--- config.mk ---
export PLATFORM = sky130hd
export DESIGN_NAME = multi_sensor_echo_ranger_core
export DESIGN_NICKNAME = d
export VERILOG_FILES = /design/src/sv/mser_pkg.sv /design/src/sv/mser_front.sv /design/src/sv/mser_queue.sv /design/src/sv/mser_back.sv /design/src/sv/multi_sensor_echo_ranger_core.sv
export VERILOG_INCLUDE_DIRS = /design/src /design/src/sv
export SDC_FILE = /design/constraint.sdc
export NUM_CORES = 1
export LEC_CHECK = 0
export CORE_MARGIN = 10
export CORE_UTILIZATION = 69
export CTS_BUF_LIST = sky130_fd_sc_hd__clkbuf_4 sky130_fd_sc_hd__clkbuf_8 sky130_fd_sc_hd__clkbuf_16
export DETAILED_ROUTE_END_ITERATION = 6
export DONT_BUFFER_PORTS = 1
export PLACE_DENSITY = 0.94
export SLEW_MARGIN = 10
export SYNTH_ARGS = -nofsm -noshare
export SYNTH_HDL_FRONTEND = slang
export SYNTH_SLANG_ARGS = --single-unit
--- constraint.sdc ---
create_clock -name clk -period 8.8 [get_ports clk]
set_input_delay 0.44 -clock clk [delete_from_list [all_inputs] [get_ports clk]]
set_output_delay 0.44 -clock clk [all_outputs]
set_load 0.005 [all_outputs]
--- src/sv/assert_macros.svh ---
// Assertion macros shared by the ranger RTL
`ifndef ASSERT_MACROS_SVH
`define ASSERT_MACROS_SVH

// Check that a property holds at every clock edge out of reset
`define ASSERT_ALWAYS(lbl, clk, rstn, prop) \
	lbl: assert property (@(posedge clk) disable iff (!(rstn)) (prop)) \
		else $error("assertion failed");

// Check that an antecedent is followed by a consequent in the next cycle
`define ASSERT_NEXT(lbl, clk, rstn, ante, cons) \
	lbl: assert property (@(posedge clk) disable iff (!(rstn)) (ante) |=> (cons)) \
		else $error("assertion failed");

`endif

--- src/sv/mser_pkg.sv ---
// Types, constants and helpers for the multi-sensor echo ranger
package mser_pkg;

	// Command codes of an input word
	localparam logic [1:0] CMD_TICK = 2'd0;
	localparam logic [1:0] CMD_REQ  = 2'd1;
	localparam logic [1:0] CMD_TEMP = 2'd2;

	// Defaults
	localparam int          NUM_SENSORS_DEF = 4;
	localparam int          QUEUE_DEPTH_DEF = 4;
	localparam logic [15:0] SCAN_PERIOD_RST = 16'd59999;

	// Distance counter saturation
	localparam logic [15:0] DIST_MAX = 16'hFFFF;

	// Temperature conversion constants
	localparam logic [15:0] TEMP_OFFSET = 16'd673;
	localparam logic [8:0]  TEMP_GAIN   = 9'd423;
	localparam logic [5:0]  TEMP_BIAS   = 6'd10;

	// Transmit byte flag and request nibble mask
	localparam logic [7:0] TX_FLAG  = 8'h80;
	localparam logic [3:0] SEL_MASK = 4'h0F;

	// Beat codes of a request answer
	localparam logic [1:0] BEAT_LOW = 2'd0;
	localparam logic [1:0] BEAT_MID = 2'd1;
	localparam logic [1:0] BEAT_TOP = 2'd2;

	// One job handed from the front to the back
	typedef struct packed {
		logic        is_req;
		logic [5:0]  trig;
		logic        dist_valid;
		logic [2:0]  idx;
		logic [15:0] ticks;
		logic [7:0]  temp;
	} job_t;

	// Low byte of the temperature code: ((((adc-673)*423)>>10)-10)<<2
	function automatic logic [7:0] temp_code(input logic [9:0] adc);
		logic [15:0] diff;
		logic [24:0] prod;
		logic [5:0]  scaled;
		diff   = {6'd0, adc} - TEMP_OFFSET;
		prod   = 25'(diff) * 25'(TEMP_GAIN);
		scaled = prod[15:10] - TEMP_BIAS;
		return {scaled, 2'b00};
	endfunction

endpackage

--- src/sv/mser_front.sv ---
// Front end: accepts words, runs the scan timer and echo timing, builds jobs
module mser_front #(
	parameter int NUM_SENSORS = 4
) (
	input  logic             clk,
	input  logic             arst_n,
	input  logic             cfg_we,
	input  logic [15:0]      cfg_wdata,
	input  logic             in_valid,
	output logic             in_ready,
	input  logic [1:0]       cmd,
	input  logic [5:0]       echo_levels,
	input  logic [7:0]       request_byte,
	input  logic [9:0]       adc_sample,
	input  logic             push_ready,
	output logic             push,
	output mser_pkg::job_t   push_job
);
	import mser_pkg::*;

	localparam logic [2:0] NS3 = 3'(NUM_SENSORS);
	localparam logic [3:0] NS4 = 4'(NUM_SENSORS);

	logic [15:0] scan_period_q;
	logic [15:0] tick_count_q, tick_count_d;
	logic [2:0]  scan_index_q, scan_index_d;
	logic [2:0]  armed_sensor_q, armed_sensor_d;
	logic        armed_q, armed_d;
	logic        measuring_q, measuring_d;
	logic        prev_echo_q, prev_echo_d;
	logic [15:0] echo_elapsed_q, echo_elapsed_d;
	logic [15:0] dist_q [NUM_SENSORS];
	logic [7:0]  temp_q;

	logic        accept;
	logic        lvl;
	logic        new_lvl;
	logic        done;
	logic [15:0] done_dist;
	logic [5:0]  trig;
	logic [3:0]  sel;
	logic [15:0] rd_dist;
	logic        trig_fire;

	assign in_ready = push_ready;
	assign accept   = in_valid && in_ready;

	// Level of the armed line and of the line about to be armed
	assign lvl     = armed_q && (armed_sensor_q < NS3) && echo_levels[armed_sensor_q];
	assign new_lvl = (scan_index_q < NS3) && echo_levels[scan_index_q];

	// Tick processing: echo timing, then the scan timer
	always_comb begin
		tick_count_d   = tick_count_q;
		scan_index_d   = scan_index_q;
		armed_sensor_d = armed_sensor_q;
		armed_d        = armed_q;
		measuring_d    = measuring_q;
		echo_elapsed_d = echo_elapsed_q;
		done           = 1'b0;
		done_dist      = 16'd0;
		trig           = 6'd0;
		if (measuring_q) begin
			if (lvl) begin
				if (echo_elapsed_q != DIST_MAX)
					echo_elapsed_d = echo_elapsed_q + 16'd1;
			end else begin
				done_dist   = echo_elapsed_q;
				done        = 1'b1;
				measuring_d = 1'b0;
			end
		end else if (armed_q && lvl && !prev_echo_q) begin
			measuring_d    = 1'b1;
			echo_elapsed_d = 16'd1;
		end
		prev_echo_d = lvl;
		if (tick_count_q >= scan_period_q) begin
			if (!measuring_d) begin
				armed_sensor_d = scan_index_q;
				armed_d        = 1'b1;
				prev_echo_d    = new_lvl;
				trig           = 6'd1 << scan_index_q;
				scan_index_d   = (scan_index_q + 3'd1 >= NS3) ? 3'd0 : scan_index_q + 3'd1;
				tick_count_d   = 16'd0;
			end
		end else begin
			tick_count_d = tick_count_q + 16'd1;
		end
	end

	// Read the stored distance chosen by the request nibble
	assign sel = request_byte[3:0] & SEL_MASK;
	always_comb begin
		rd_dist = 16'd0;
		for (int k = 0; k < NUM_SENSORS; k++) begin
			if (sel < NS4 && sel == 4'(k))
				rd_dist = dist_q[k];
		end
	end

	// Build the job for the queue
	always_comb begin
		push_job = '0;
		push     = accept && (cmd == CMD_TICK || cmd == CMD_REQ);
		if (cmd == CMD_REQ) begin
			push_job.is_req = 1'b1;
			push_job.ticks  = rd_dist;
			push_job.temp   = temp_q;
		end else begin
			push_job.trig       = trig;
			push_job.dist_valid = done;
			push_job.idx        = done ? armed_sensor_q : armed_sensor_d;
			push_job.ticks      = done_dist;
		end
	end

	// Hold the scan period register
	always_ff @(posedge clk or negedge arst_n) begin
		if (!arst_n) begin
			scan_period_q <= SCAN_PERIOD_RST;
		end else if (cfg_we) begin
			scan_period_q <= cfg_wdata;
		end
	end

	// Advance the scan and echo state on a tick
	always_ff @(posedge clk or negedge arst_n) begin
		if (!arst_n) begin
			tick_count_q   <= 16'd0;
			scan_index_q   <= 3'd0;
			armed_sensor_q <= 3'd0;
			armed_q        <= 1'b0;
			measuring_q    <= 1'b0;
			prev_echo_q    <= 1'b0;
			echo_elapsed_q <= 16'd0;
		end else if (accept && cmd == CMD_TICK) begin
			tick_count_q   <= tick_count_d;
			scan_index_q   <= scan_index_d;
			armed_sensor_q <= armed_sensor_d;
			armed_q        <= armed_d;
			measuring_q    <= measuring_d;
			prev_echo_q    <= prev_echo_d;
			echo_elapsed_q <= echo_elapsed_d;
		end
	end

	// Store a finished measurement for its sensor
	always_ff @(posedge clk or negedge arst_n) begin
		if (!arst_n) begin
			for (int k = 0; k < NUM_SENSORS; k++)
				dist_q[k] <= 16'd0;
		end else if (accept && cmd == CMD_TICK && done) begin
			for (int k = 0; k < NUM_SENSORS; k++) begin
				if (armed_sensor_q == 3'(k))
					dist_q[k] <= done_dist;
			end
		end
	end

	// Convert and hold a temperature sample
	always_ff @(posedge clk or negedge arst_n) begin
		if (!arst_n) begin
			temp_q <= 8'd0;
		end else if (accept && cmd == CMD_TEMP) begin
			temp_q <= temp_code(adc_sample);
		end
	end

	// A trigger fired on an accepted tick
	assign trig_fire = accept && cmd == CMD_TICK && trig != 6'd0;

	`include "assert_macros.svh"

	`ASSERT_ALWAYS(a_trig_onehot, clk, arst_n, $onehot0(trig))
	`ASSERT_NEXT(a_trig_arms, clk, arst_n, trig_fire, armed_q && tick_count_q == 16'd0)

endmodule

--- src/sv/mser_queue.sv ---
// Job queue between the front and back ends
module mser_queue #(
	parameter int DEPTH = 4
) (
	input  logic           clk,
	input  logic           arst_n,
	input  logic           push,
	input  mser_pkg::job_t push_job,
	output logic           push_ready,
	input  logic           pop,
	output logic           head_valid,
	output mser_pkg::job_t head_job
);
	import mser_pkg::*;

	localparam int PW = (DEPTH > 1) ? $clog2(DEPTH) : 1;
	localparam int CW = $clog2(DEPTH + 1);
	localparam logic [PW-1:0] LAST = PW'(DEPTH - 1);
	localparam logic [CW-1:0] FULL = CW'(DEPTH);

	job_t          slot_q [DEPTH];
	logic [PW-1:0] wr_ptr_q, rd_ptr_q;
	logic [CW-1:0] count_q;
	logic          do_push, do_pop;

	assign push_ready = (count_q != FULL);
	assign head_valid = (count_q != '0);
	assign head_job   = slot_q[rd_ptr_q];
	assign do_push    = push && push_ready;
	assign do_pop     = pop && head_valid;

	// Write the incoming job
	always_ff @(posedge clk) begin
		if (do_push)
			slot_q[wr_ptr_q] <= push_job;
	end

	// Advance pointers and count
	always_ff @(posedge clk or negedge arst_n) begin
		if (!arst_n) begin
			wr_ptr_q <= '0;
			rd_ptr_q <= '0;
			count_q  <= '0;
		end else begin
			if (do_push)
				wr_ptr_q <= (wr_ptr_q == LAST) ? '0 : wr_ptr_q + PW'(1);
			if (do_pop)
				rd_ptr_q <= (rd_ptr_q == LAST) ? '0 : rd_ptr_q + PW'(1);
			if (do_push && !do_pop)
				count_q <= count_q + CW'(1);
			else if (do_pop && !do_push)
				count_q <= count_q - CW'(1);
		end
	end

	`include "assert_macros.svh"

	`ASSERT_ALWAYS(a_count_bound, clk, arst_n, count_q <= FULL)

endmodule

--- src/sv/mser_back.sv ---
// Back end: turns queued jobs into output words
module mser_back (
	input  logic           clk,
	input  logic           arst_n,
	input  logic           head_valid,
	input  mser_pkg::job_t head_job,
	output logic           pop,
	output logic           out_valid,
	input  logic           out_ready,
	output logic           kind,
	output logic [5:0]     trigger_mask,
	output logic           distance_valid,
	output logic [2:0]     sensor_index,
	output logic [15:0]    distance,
	output logic [7:0]     tx_byte,
	output logic           last
);
	import mser_pkg::*;

	logic        out_valid_q;
	logic        kind_q;
	logic [5:0]  trig_q;
	logic        dvalid_q;
	logic [2:0]  idx_q;
	logic [15:0] dist_q;
	logic [7:0]  tx_q;
	logic        last_q;
	logic [1:0]  beat_q;
	logic        load;
	logic [7:0]  tx_d;

	assign load = head_valid && (!out_valid_q || out_ready);
	assign pop  = load && (!head_job.is_req || beat_q == BEAT_TOP);

	// Pick the byte of the current beat
	always_comb begin
		unique case (beat_q)
			BEAT_LOW: tx_d = {1'b0, head_job.ticks[6:0]};
			BEAT_MID: tx_d = {1'b0, head_job.ticks[13:7]};
			default:  tx_d = (TX_FLAG | {6'd0, head_job.ticks[15:14]}) + head_job.temp;
		endcase
	end

	// Load the output register
	always_ff @(posedge clk) begin
		if (load) begin
			kind_q <= head_job.is_req;
			if (head_job.is_req) begin
				trig_q   <= 6'd0;
				dvalid_q <= 1'b0;
				idx_q    <= 3'd0;
				dist_q   <= 16'd0;
				tx_q     <= tx_d;
				last_q   <= (beat_q == BEAT_TOP);
			end else begin
				trig_q   <= head_job.trig;
				dvalid_q <= head_job.dist_valid;
				idx_q    <= head_job.idx;
				dist_q   <= head_job.ticks;
				tx_q     <= 8'd0;
				last_q   <= 1'b1;
			end
		end
	end

	// Track output occupancy and the request beat
	always_ff @(posedge clk or negedge arst_n) begin
		if (!arst_n) begin
			out_valid_q <= 1'b0;
			beat_q      <= BEAT_LOW;
		end else begin
			if (load)
				out_valid_q <= 1'b1;
			else if (out_ready)
				out_valid_q <= 1'b0;
			if (load && head_job.is_req) begin
				unique case (beat_q)
					BEAT_LOW: beat_q <= BEAT_MID;
					BEAT_MID: beat_q <= BEAT_TOP;
					default:  beat_q <= BEAT_LOW;
				endcase
			end
		end
	end

	assign out_valid      = out_valid_q;
	assign kind           = kind_q;
	assign trigger_mask   = trig_q;
	assign distance_valid = dvalid_q;
	assign sensor_index   = idx_q;
	assign distance       = dist_q;
	assign tx_byte        = tx_q;
	assign last           = last_q;

	`include "assert_macros.svh"

	`ASSERT_ALWAYS(a_beat_on_req, clk, arst_n, beat_q == BEAT_LOW || (head_valid && head_job.is_req))
	`ASSERT_ALWAYS(a_tick_is_last, clk, arst_n, !out_valid_q || kind_q || last_q)

endmodule

--- src/sv/multi_sensor_echo_ranger_core.sv ---
// Top level of the multi-sensor echo ranger
// Usage:
//   Input channel (in_valid/in_ready) takes one word per cycle while ready;
//   cmd selects a timer tick with echo levels, a request byte, or a temperature sample.
//   Output channel (out_valid/out_ready) gives one word per tick (kind 0) and
//   three words per request (kind 1: low 7 bits, middle 7 bits, then flag,
//   top 2 bits plus temperature), with last on the final word.
//   Temperature samples only update state; unused commands do nothing. No output.
//   cfg_we/cfg_wdata write the scan period; write only while the block idles.
// Path: a taken input word is written into the job queue, then loaded from the
//   queue head into the output register once that register is free.
// Throughput: one tick per cycle while out_ready is high; a request holds the
//   output register for its three beats before the next job can load.
// The job queue (QUEUE_DEPTH entries) lets the front end keep taking words
//   while the receiver stalls; in_ready drops only when the queue is full.
// Reset clears all timers, the stored distances and the temperature code, and
//   loads the scan period with 59999.
module multi_sensor_echo_ranger_core #(
	parameter int NUM_SENSORS = mser_pkg::NUM_SENSORS_DEF,
	parameter int QUEUE_DEPTH = mser_pkg::QUEUE_DEPTH_DEF
) (
	input  logic        clk,
	input  logic        arst_n,
	input  logic        cfg_we,
	input  logic [15:0] cfg_wdata,
	input  logic        in_valid,
	output logic        in_ready,
	input  logic [1:0]  cmd,
	input  logic [5:0]  echo_levels,
	input  logic [7:0]  request_byte,
	input  logic [9:0]  adc_sample,
	output logic        out_valid,
	input  logic        out_ready,
	output logic        kind,
	output logic [5:0]  trigger_mask,
	output logic        distance_valid,
	output logic [2:0]  sensor_index,
	output logic [15:0] distance,
	output logic [7:0]  tx_byte,
	output logic        last
);
	import mser_pkg::*;

	job_t push_job, head_job;
	logic push, push_ready, pop, head_valid;

	mser_front #(.NUM_SENSORS(NUM_SENSORS)) u_front (
		.clk          (clk),
		.arst_n       (arst_n),
		.cfg_we       (cfg_we),
		.cfg_wdata    (cfg_wdata),
		.in_valid     (in_valid),
		.in_ready     (in_ready),
		.cmd          (cmd),
		.echo_levels  (echo_levels),
		.request_byte (request_byte),
		.adc_sample   (adc_sample),
		.push_ready   (push_ready),
		.push         (push),
		.push_job     (push_job)
	);

	mser_queue #(.DEPTH(QUEUE_DEPTH)) u_queue (
		.clk        (clk),
		.arst_n     (arst_n),
		.push       (push),
		.push_job   (push_job),
		.push_ready (push_ready),
		.pop        (pop),
		.head_valid (head_valid),
		.head_job   (head_job)
	);

	mser_back u_back (
		.clk            (clk),
		.arst_n         (arst_n),
		.head_valid     (head_valid),
		.head_job       (head_job),
		.pop            (pop),
		.out_valid      (out_valid),
		.out_ready      (out_ready),
		.kind           (kind),
		.trigger_mask   (trigger_mask),
		.distance_valid (distance_valid),
		.sensor_index   (sensor_index),
		.distance       (distance),
		.tx_byte        (tx_byte),
		.last           (last)
	);

endmodule
==> flow_metrics.env, run 1 <==
export IMPL_netlist_instances=1265
export IMPL_power_mw=5.07
export IMPL_fp_dieArea_sq_um=28100
export IMPL_timing_critical_path_fanout_max=6
export IMPL_core_area_sq_um=21200
export IMPL_syn_cell_area_sq_um=15000
export IMPL_via_count_of_the_first_global_routing_pass=10000
export IMPL_synth_fp_nets=1407
export IMPL_final_max_slew_violation_count=0
export IMPL_route_vias_total=10100
export IMPL_flow_area_growth_from_synthesis_pct=9.79
export IMPL_io_buffer_count=0
export IMPL_cts_tree="yes"
export IMPL_layout_core_utilization_pct=77.8
export IMPL_maximum_number_of_pins_on_one_net_before_global_route_repair=138
export IMPL_cts_buffers=30
export IMPL_startpoint_type="input port"
export IMPL_postSynth_asyncResetShare_pct=44.9
export IMPL_hold_path_class="in2reg"
export IMPL_drc=0
export IMPL_h_tree_depth=1
export IMPL_pin_count=85
export IMPL_clk_pin_slew_ns=0.06
export IMPL_worstMarginPinSlew_ns=1.26
export IMPL_grt_first_pass_wirelength_microns=53500
export IMPL_largest_voltage_drop_on_the_vdd_net_v=0.000259
export IMPL_worst_setup_path_end_kind="flop"
export IMPL_clock_latency_ns=0.57
export IMPL_ctsRootBufferMaster="sky130_fd_sc_hd__clkbuf_16"
export IMPL_fp_dieW_microns=168
export IMPL_timing_final_setup_violations=0
export IMPL_tns_ns=0
export IMPL_cts_resized=0
export IMPL_ys_dominant_reg_cell="sky130_fd_sc_hd__edfxtp_1"
export IMPL_number_of_antenna_violations_at_the_first_check_in_global_routing=0
export IMPL_ctsLongestPathBuffers=3
export IMPL_clock_sink_count=305
export IMPL_diodes=0
export IMPL_fin_crit_ns=5.82
export IMPL_overflow=0
export IMPL_post_dp_cell_area_sq_um=15300
export IMPL_detailedRoute_firstIterationViolations=1225
export IMPL_worst_ep_arrival_time_ns=6.24
export IMPL_power_density_cell_area_nw_per_um2=307
export IMPL_finalHoldWorstSlack_ns=0.0125
export IMPL_rsz0062_at_grt="false"
export IMPL_initial_utilization_pct=70.9
export IMPL_die_height_microns=168
export IMPL_finish_instance_area_sq_um=16500
export IMPL_hold_viol=0
export IMPL_required_ns=9.21
export IMPL_synth_edf_count=168
export IMPL_slew_headroom_pct=16.1
export IMPL_setup_worst_path_class="in2reg"
export IMPL_synthesis_area_per_instance_sq_um=11.9
export IMPL_seq_area_frac_synth_pct=56.4
export IMPL_yosys_register_bits=305
export IMPL_avgRoutedWirePerCell_microns=21.1
export IMPL_drt_pre_antenna_iters=6
export IMPL_drtAntennaViolNets=0
export IMPL_synth_lib_cells_used_distinct=66
export IMPL_global_router_s_overall_resource_usage_pct=23.1
export IMPL_power_leakage_nw=6.75
export IMPL_drive_above_1_share_pct=11.5
export IMPL_outcome="complete, no violations"
export IMPL_finalClockSkew_ns=0.0197
export IMPL_avgViaCountPerCell=6.43
export IMPL_finalWirelength_microns=33200
export IMPL_gp_routability_congestion=0.885
export IMPL_post_route_period_util_pct=66.2
export IMPL_rows=53
export IMPL_nNetsFinal=1412
export IMPL_fmax_ghz=0.172
export IMPL_synth_warnings=0
export IMPL_post_dp_hpwl_microns=20800
export IMPL_max_cap_violations=0
area by class of cell:
type,count,area [sq um]
repair buffers,33,317
clock inverters,12,100
fillers,1117,4710
well taps,275,344
multi-input cells,805,5990
flip-flops and latches,305,8490
inverters,95,357
clock buffers,44,922
sequential cells by signal, summed over array words and instances (netlist names), 2 cells and up:
signal                  flops
u_front.scan_index_q        3
u_back.sensor_index         3
u_back.beat_q               2
u_front.armed_sensor_q      3
u_queue.rd_ptr_q            2
u_front.temp_q              6
u_front.scan_period_q      16
u_front.echo_elapsed_q     16
u_queue.wr_ptr_q            2
u_front.dist_q             64
u_back.distance            16
u_front.tick_count_q       16
u_back.tx_byte              8
u_queue.slot_q            132
u_queue.count_q             3
u_back.trigger_mask         6
per-layer routing:
metal	vias up	global-route usage, %	share of wire [%]
met2	538	39.2	49
met3	98	5.36	9.4
met1	4957	29.2	38
li1	4491	-	-
met4	0	6.78	3.1
met5	-	0	0
metrics by stage:
step,worst slack [ns],instances
final,2.98,1569
after global routing,2.59,1569
after global placement,2.73,1495
after detailed placement,2.60,1495
after floorplan,3.21,1265
after CTS,3.01,1567
cells in the final DEF (no fill, tap or decap), types with 5 or more instances in the layout:
master and n:
sky130_fd_sc_hd__o211ai_1 7, sky130_fd_sc_hd__o211a_1 7, sky130_fd_sc_hd__nor2_1 44, sky130_fd_sc_hd__mux2i_1 14, sky130_fd_sc_hd__mux2_2 10, sky130_fd_sc_hd__a22o_1 8
sky130_fd_sc_hd__o21ai_1 19, sky130_fd_sc_hd__dlygate4sd3_1 15, sky130_fd_sc_hd__inv_1 93, sky130_fd_sc_hd__xnor2_1 15, sky130_fd_sc_hd__fa_1 27, sky130_fd_sc_hd__ha_1 68
sky130_fd_sc_hd__dfstp_2 11, sky130_fd_sc_hd__nand2b_1 5, sky130_fd_sc_hd__a21oi_1 52, sky130_fd_sc_hd__o21ai_0 130, sky130_fd_sc_hd__o31ai_1 5, sky130_fd_sc_hd__clkbuf_8 5
sky130_fd_sc_hd__nor2b_1 29, sky130_fd_sc_hd__or2_2 7, sky130_fd_sc_hd__nand2_1 165, sky130_fd_sc_hd__nand3_1 32, sky130_fd_sc_hd__buf_4 15, sky130_fd_sc_hd__and3_1 11
sky130_fd_sc_hd__clkbuf_4 7, sky130_fd_sc_hd__and2_1 16, sky130_fd_sc_hd__edfxtp_1 168, sky130_fd_sc_hd__a21o_1 9, sky130_fd_sc_hd__clkbuf_16 32, sky130_fd_sc_hd__dfrtp_1 125
sky130_fd_sc_hd__nand4_1 6, sky130_fd_sc_hd__mux4_2 35, sky130_fd_sc_hd__nor3_1 18, sky130_fd_sc_hd__xor2_1 17
logic make-up (layout without fill, tap and decap cells):
group / Yosys count / in the layout / share of synthesized area, %
compound gates: 264 / 264 / 10.2
buf+inv: 155 / 184 / 3.97
simple gates: 353 / 353 / 11.0
fa+ha+maj: 95 / 95 / 9.25
mux: 59 / 59 / 6.92
flops: 305 / 305 / 56.4
xor+xnor: 34 / 34 / 2.20
worst max-delay path: stages:
cell	delay (ns)
sky130_fd_sc_hd__inv_1	0.13
sky130_fd_sc_hd__ha_1	0.20
sky130_fd_sc_hd__inv_1	0.06
sky130_fd_sc_hd__o21a_1	0.21
sky130_fd_sc_hd__xnor2_1	0.49
sky130_fd_sc_hd__xor2_1	0.32
sky130_fd_sc_hd__ha_1	0.30
sky130_fd_sc_hd__ha_1	0.29
sky130_fd_sc_hd__inv_1	0.07
sky130_fd_sc_hd__fa_1	0.44
sky130_fd_sc_hd__fa_1	0.55
sky130_fd_sc_hd__inv_1	0.04
sky130_fd_sc_hd__ha_1	0.27
sky130_fd_sc_hd__o21ai_0	0.28
sky130_fd_sc_hd__a21boi_0	0.18
sky130_fd_sc_hd__a221oi_1	0.54
sky130_fd_sc_hd__o21bai_1	0.16
sky130_fd_sc_hd__xnor2_1	0.17
sky130_fd_sc_hd__ha_1	0.23
sky130_fd_sc_hd__nor2_1	0.07
sky130_fd_sc_hd__a22o_2	0.26
sky130_fd_sc_hd__a221oi_4	0.20
sky130_fd_sc_hd__xnor2_1	0.20
sky130_fd_sc_hd__o21ai_1	0.13
path summary, 6_finish.rpt:
kind / from / end / slack [ns] / cells past startpoint
hold reg to reg: u_front.dist_q[58] / u_front.dist_q[58] / 0.48 / 2
min in group asynchronous: arst_n / u_front.dist_q[33] / 0.54 / 2
max in group asynchronous: arst_n / u_queue.rd_ptr_q[0] / 7.74 / 2
setup reg to reg: u_queue.rd_ptr_q[0] / u_queue.count_q[2] / 5.16 / 10
hold / removal: cfg_we / u_front.scan_period_q[1] / 0.01 / 2
setup / recovery: adc_sample[0] / u_front.temp_q[7] / 2.98 / 24
power by group:
group	total (mW)	switching (mW)	internal [mW]
Sequential	1.96	0.162	1.80
Combinational	1.81	1.02	0.793
Clock	1.29	0.537	0.757
repair_timing:
item	in CTS	in global routing
hold buffers	16	0
buffers inserted	0	0
endpoints found under the hold margin	153	0
Yosys cell counts, drive strengths merged, types with 2 or more instances:
cell,instances,area (sq um)
o211ai,7,52.6
a211oi,3,22.5
nand4,6,37.5
clkbuf,46,173
fa,27,541
dfstp,11,289
buf,14,67.6
edfxtp,168,5040
dfrtp,126,3150
o21ai,149,746
o31ai,5,37.5
nor2b,29,181
nand2,165,619
or4,2,15.0
nor2,44,165
o2111ai,2,17.5
o211a,7,70.1
a221oi,2,35.0
mux2i,14,140
nand3b,3,22.5
mux2,10,113
xor2,17,149
a31oi,2,12.5
inv,94,353
nand3,32,160
or3,5,36.3
o21a,5,38.8
or2,7,43.8
nand2b,5,31.3
and4,2,17.5
and3,11,68.8
nor3b,2,15.0
a22o,9,80.1
and2,16,100
a21o,11,85.1
ha,68,851
a21oi,54,274
nor3,19,95.1
mux4,35,788
xnor2,16,159
Power figures use the tool's default switching activity.
==> inputs of run 2 (changes only) <==
Settings changed: ABC_AREA set to 1, CORE_UTILIZATION 69 to 58, PLACE_DENSITY 0.94 to 0.85.
Clock period 8.8 ns to 4.91 ns, I/O delays scaled along.
==> run 2 against run 1 <==
Against the previous run: clock power is 110% higher; utilization is 12 points lower; routed wire length is 5.3% higher; combinational power is 99% higher; first-iteration DRC count is 12% lower; critical path type unchanged; highest routed layer unchanged; power is 98% higher; largest cell class unchanged; area after synthesis is 3.7% higher; global-route usage is 2.7 points lower; worst hold slack worse by 0.0014 ns; count of clock-buffer cells in the layout is 10 lower; flip-flop and latch count stayed put; clock skew is 0.0093 ns lower.
==> flow_metrics.env, run 2 <==
export IMPL_finalHoldWorstSlack_ns=0.0110
export IMPL_critical_path_max_stage_delay_ns=0.50
export IMPL_initial_utilization_pct=59.3
export IMPL_maximum_number_of_pins_on_one_net_before_global_route_repair=138
export IMPL_power_share_combinational_pct=36.0
export IMPL_cts_resized=0
export IMPL_sw_frac_of_total_pct=37.8
export IMPL_synth_warnings=0
export IMPL_finish_instance_area_sq_um=17300
export IMPL_synth_compound_gate_area_share_pct=10.7
export IMPL_syn_cell_area_sq_um=15600
export IMPL_ctsRootBufferMaster="sky130_fd_sc_hd__clkbuf_16"
export IMPL_post_synth_top_area_cell="sky130_fd_sc_hd__edfxtp_1"
export IMPL_yosys_top_cells_area="sky130_fd_sc_hd__edfxtp_1 (32%), sky130_fd_sc_hd__dfrtp_1 (20%), sky130_fd_sc_hd__nand2_1 (8.9%)"
export IMPL_biggestRegsByFlops="u_queue.slot_q (132), u_front.dist_q (64)"
export IMPL_layout_cells_most_common="sky130_fd_sc_hd__nand2_1"
export IMPL_synth_simple_gate_area_share_pct=18.1
export IMPL_dp_cells=1918
export IMPL_finalClockSkew_ns=0.0104
export IMPL_post_dp_cell_area_sq_um=15900
export IMPL_yosys_top_cells_count="sky130_fd_sc_hd__nand2_1 (368), sky130_fd_sc_hd__inv_1 (182), sky130_fd_sc_hd__edfxtp_1 (168), sky130_fd_sc_hd__o21ai_0 (139), sky130_fd_sc_hd__nor2_1 (131)"
export IMPL_timing_critical_path_max_delay_family="adder cells"
export IMPL_startpoint_type="input port"
export IMPL_worst_ep_arrival_time_ns=4.75
export IMPL_critical_path_slowest_cell="sky130_fd_sc_hd__fa_1"
export IMPL_critical_path_buf_inv_count=4
export IMPL_power_density_cell_area_nw_per_um2=580
export IMPL_cts_buffers=31
export IMPL_post_synth_fa_ha_maj_area_fraction_pct=8.92
export IMPL_outcome="complete, no violations"
export IMPL_power_sequential_fraction_pct=37.5
export IMPL_die_height_microns=184
export IMPL_slew_headroom_pct=21.4
export IMPL_rows=59
export IMPL_yosys_register_bits=305
export IMPL_seq_area_frac_synth_pct=54.4
export IMPL_worstMarginPinSlew_ns=1.18
export IMPL_nNetsFinal=1779
export IMPL_finalWirelength_microns=34900
export IMPL_ctsLongestPathBuffers=3
export IMPL_avgViaCountPerCell=5.80
export IMPL_synth_edf_count=168
export IMPL_final_cells=1997
export IMPL_max_reg_flops=132
export IMPL_gp_routability_congestion=0.873
export IMPL_post_dp_hpwl_microns=22700
export IMPL_cts_hold_buffers=21
export IMPL_largest_voltage_drop_on_the_vdd_net_v=0.000346
export IMPL_combinational_family_with_the_most_area_after_synthesis="simple AND/OR/NAND/NOR gates"
export IMPL_fp_dieArea_sq_um=33800
export IMPL_synth_xor_area_share_pct=1.52
export IMPL_drtAntennaViolNets=0
export IMPL_power_clock_fraction_pct=26.5
export IMPL_hold_viol=0
export IMPL_synth_most_common_cell="sky130_fd_sc_hd__nand2_1"
export IMPL_overflow=0
export IMPL_detailedRoute_firstIterationViolations=1080
export IMPL_required_ns=5.37
export IMPL_grt_first_pass_wirelength_microns=56800
export IMPL_number_of_antenna_violations_at_the_first_check_in_global_routing=0
export IMPL_power_leakage_nw=7.48
export IMPL_rsz0062_at_grt="false"
export IMPL_timing_final_setup_violations=0
export IMPL_postSynth_asyncResetShare_pct=44.9
export IMPL_timing_critical_path_mode_cell="sky130_fd_sc_hd__nand2_1"
export IMPL_fp_dieW_microns=184
export IMPL_fmax_ghz=0.233
export IMPL_timing_reg2reg_setup_slack_ns=1.04
export IMPL_clk_pin_slew_ns=0.06
export IMPL_setup_worst_path_class="in2reg"
export IMPL_switching_power_mw=3.79
export IMPL_post_route_period_util_pct=87.3
export IMPL_via_count_of_the_first_global_routing_pass=11400
export IMPL_synthesis_area_per_instance_sq_um=9.54
export IMPL_clock_latency_ns=0.57
export IMPL_global_router_s_overall_resource_usage_pct=20.5
export IMPL_power_mw=10.0
export IMPL_drc=0
export IMPL_pin_count=85
export IMPL_netlist_instances=1634
export IMPL_diodes=0
export IMPL_cts_tree="yes"
export IMPL_worst_setup_path_end_kind="flop"
export IMPL_clock_sink_count=305
export IMPL_flow_area_growth_from_synthesis_pct=10.7
export IMPL_register_containing_the_most_flip_flops_in_the_final_layout="u_queue.slot_q"
export IMPL_drive_above_1_share_pct=6.80
export IMPL_layout_common_cells="sky130_fd_sc_hd__nand2_1 (368), sky130_fd_sc_hd__inv_1 (182), sky130_fd_sc_hd__edfxtp_1 (168)"
export IMPL_core_area_sq_um=26300
export IMPL_synth_fp_nets=1776
export IMPL_avgRoutedWirePerCell_microns=17.5
export IMPL_h_tree_depth=1
export IMPL_timing_critical_path_fanout_max=6
export IMPL_synth_lib_cells_used_distinct=45
export IMPL_ys_dominant_reg_cell="sky130_fd_sc_hd__edfxtp_1"
export IMPL_final_max_slew_violation_count=0
export IMPL_setup_repair_bufs_after_cts=0
export IMPL_tns_ns=0
export IMPL_route_vias_total=11600
export IMPL_synth_top_cell_area_share_pct=32.4
export IMPL_synthMuxAreaShare_pct=0.0722
export IMPL_drt_pre_antenna_iters=5
export IMPL_hold_path_class="in2reg"
export IMPL_filler_cell_count=1936
export IMPL_max_cap_violations=0
export IMPL_io_buffer_count=0
export IMPL_power_internal_mw=6.23
export IMPL_fin_crit_ns=4.29
[run 2: cell count changes after synthesis, moves of 11 or more]
cell / before / now
sky130_fd_sc_hd__mux4_2: 35 / 0
sky130_fd_sc_hd__nand4_1: 6 / 42
sky130_fd_sc_hd__and3_1: 11 / 0
sky130_fd_sc_hd__and2_1: 16 / 1
sky130_fd_sc_hd__o21ai_1: 19 / 32
sky130_fd_sc_hd__inv_1: 93 / 182
sky130_fd_sc_hd__nor2b_1: 29 / 0
sky130_fd_sc_hd__a32o_1: 1 / 17
sky130_fd_sc_hd__o22ai_1: 1 / 17
sky130_fd_sc_hd__nand3_1: 32 / 72
sky130_fd_sc_hd__nand2_1: 165 / 368
sky130_fd_sc_hd__buf_2: 6 / 17
sky130_fd_sc_hd__nor2_1: 44 / 131
sky130_fd_sc_hd__mux2i_1: 14 / 0
[run 2: worst min-delay path: stages]
cell                      delay [ns]
sky130_fd_sc_hd__nand2_1        0.08
sky130_fd_sc_hd__nor2_4         0.07
sky130_fd_sc_hd__nand2_1        0.05
sky130_fd_sc_hd__o21ai_0        0.07
[run 2: layer usage]
layer	wire length (microns)	vias up	track usage, %
met5	0	-	0
met1	14700	5532	25.8
met3	2580	66	4.13
li1	-	5528	-
met2	16800	454	34.4
met4	845	0	7.01
[run 2: cells by family (layout without fill, tap and decap cells)]
kind of cell	count (synthesis)	after routing
AO/OA/AOI/OAI	294	294
XOR/XNOR	27	27
adder cells (fa/ha/maj)	95	95
buffers and inverters	251	279
flip-flops	305	305
multiplexers	1	1
AND/OR/NAND/NOR	661	661
[run 2: metrics by stage]
step | utilization [%] | setup WS, ns
6_report | 65.7 | 0.624
3_5_place_dp | 60.4 | 0.0691
3_3_place_gp | 60.4 | 0.187
5_1_grt | 65.7 | 0.227
2_1_floorplan | - | 0.332
4_1_cts | 65.7 | 0.671
[run 2: final cells by class]
class	count	area (sq um)	area share, %
timing repair buffer	35	333	1.93
multi-input combinational	1078	6160	35.7
tap	335	419	2.43
sequential	305	8490	49.2
inverter	186	698	4.04
clock inverter	24	367	2.12
clock buffer	34	798	4.62
[run 2: path summary, 6_finish.rpt]
check                                    startpoint             endpoint  cells past startpoint
worst max-delay path                  adc_sample[0]    u_front.temp_q[7]                     29
max in group asynchronous                    arst_n  u_queue.rd_ptr_q[0]                      2
worst max register to register  u_queue.rd_ptr_q[1]   u_queue.count_q[2]                     12
worst min register to register      u_front.armed_q      u_front.armed_q                      1
worst min-delay path                       in_valid  u_queue.wr_ptr_q[1]                      4
min in group asynchronous                    arst_n   u_front.dist_q[24]                      2
[run 2: power by group through the flow]
stage / Combinational, mW / Clock (mW) / Sequential (mW)
after floorplan: 2.69 / 0 / 3.64
after detailed placement: 3.49 / 0 / 3.80
after CTS: 3.58 / 2.68 / 3.76
final: 3.60 / 2.66 / 3.75
after global routing: 4.13 / 2.79 / 3.81
after global placement: 3.33 / 0 / 3.78
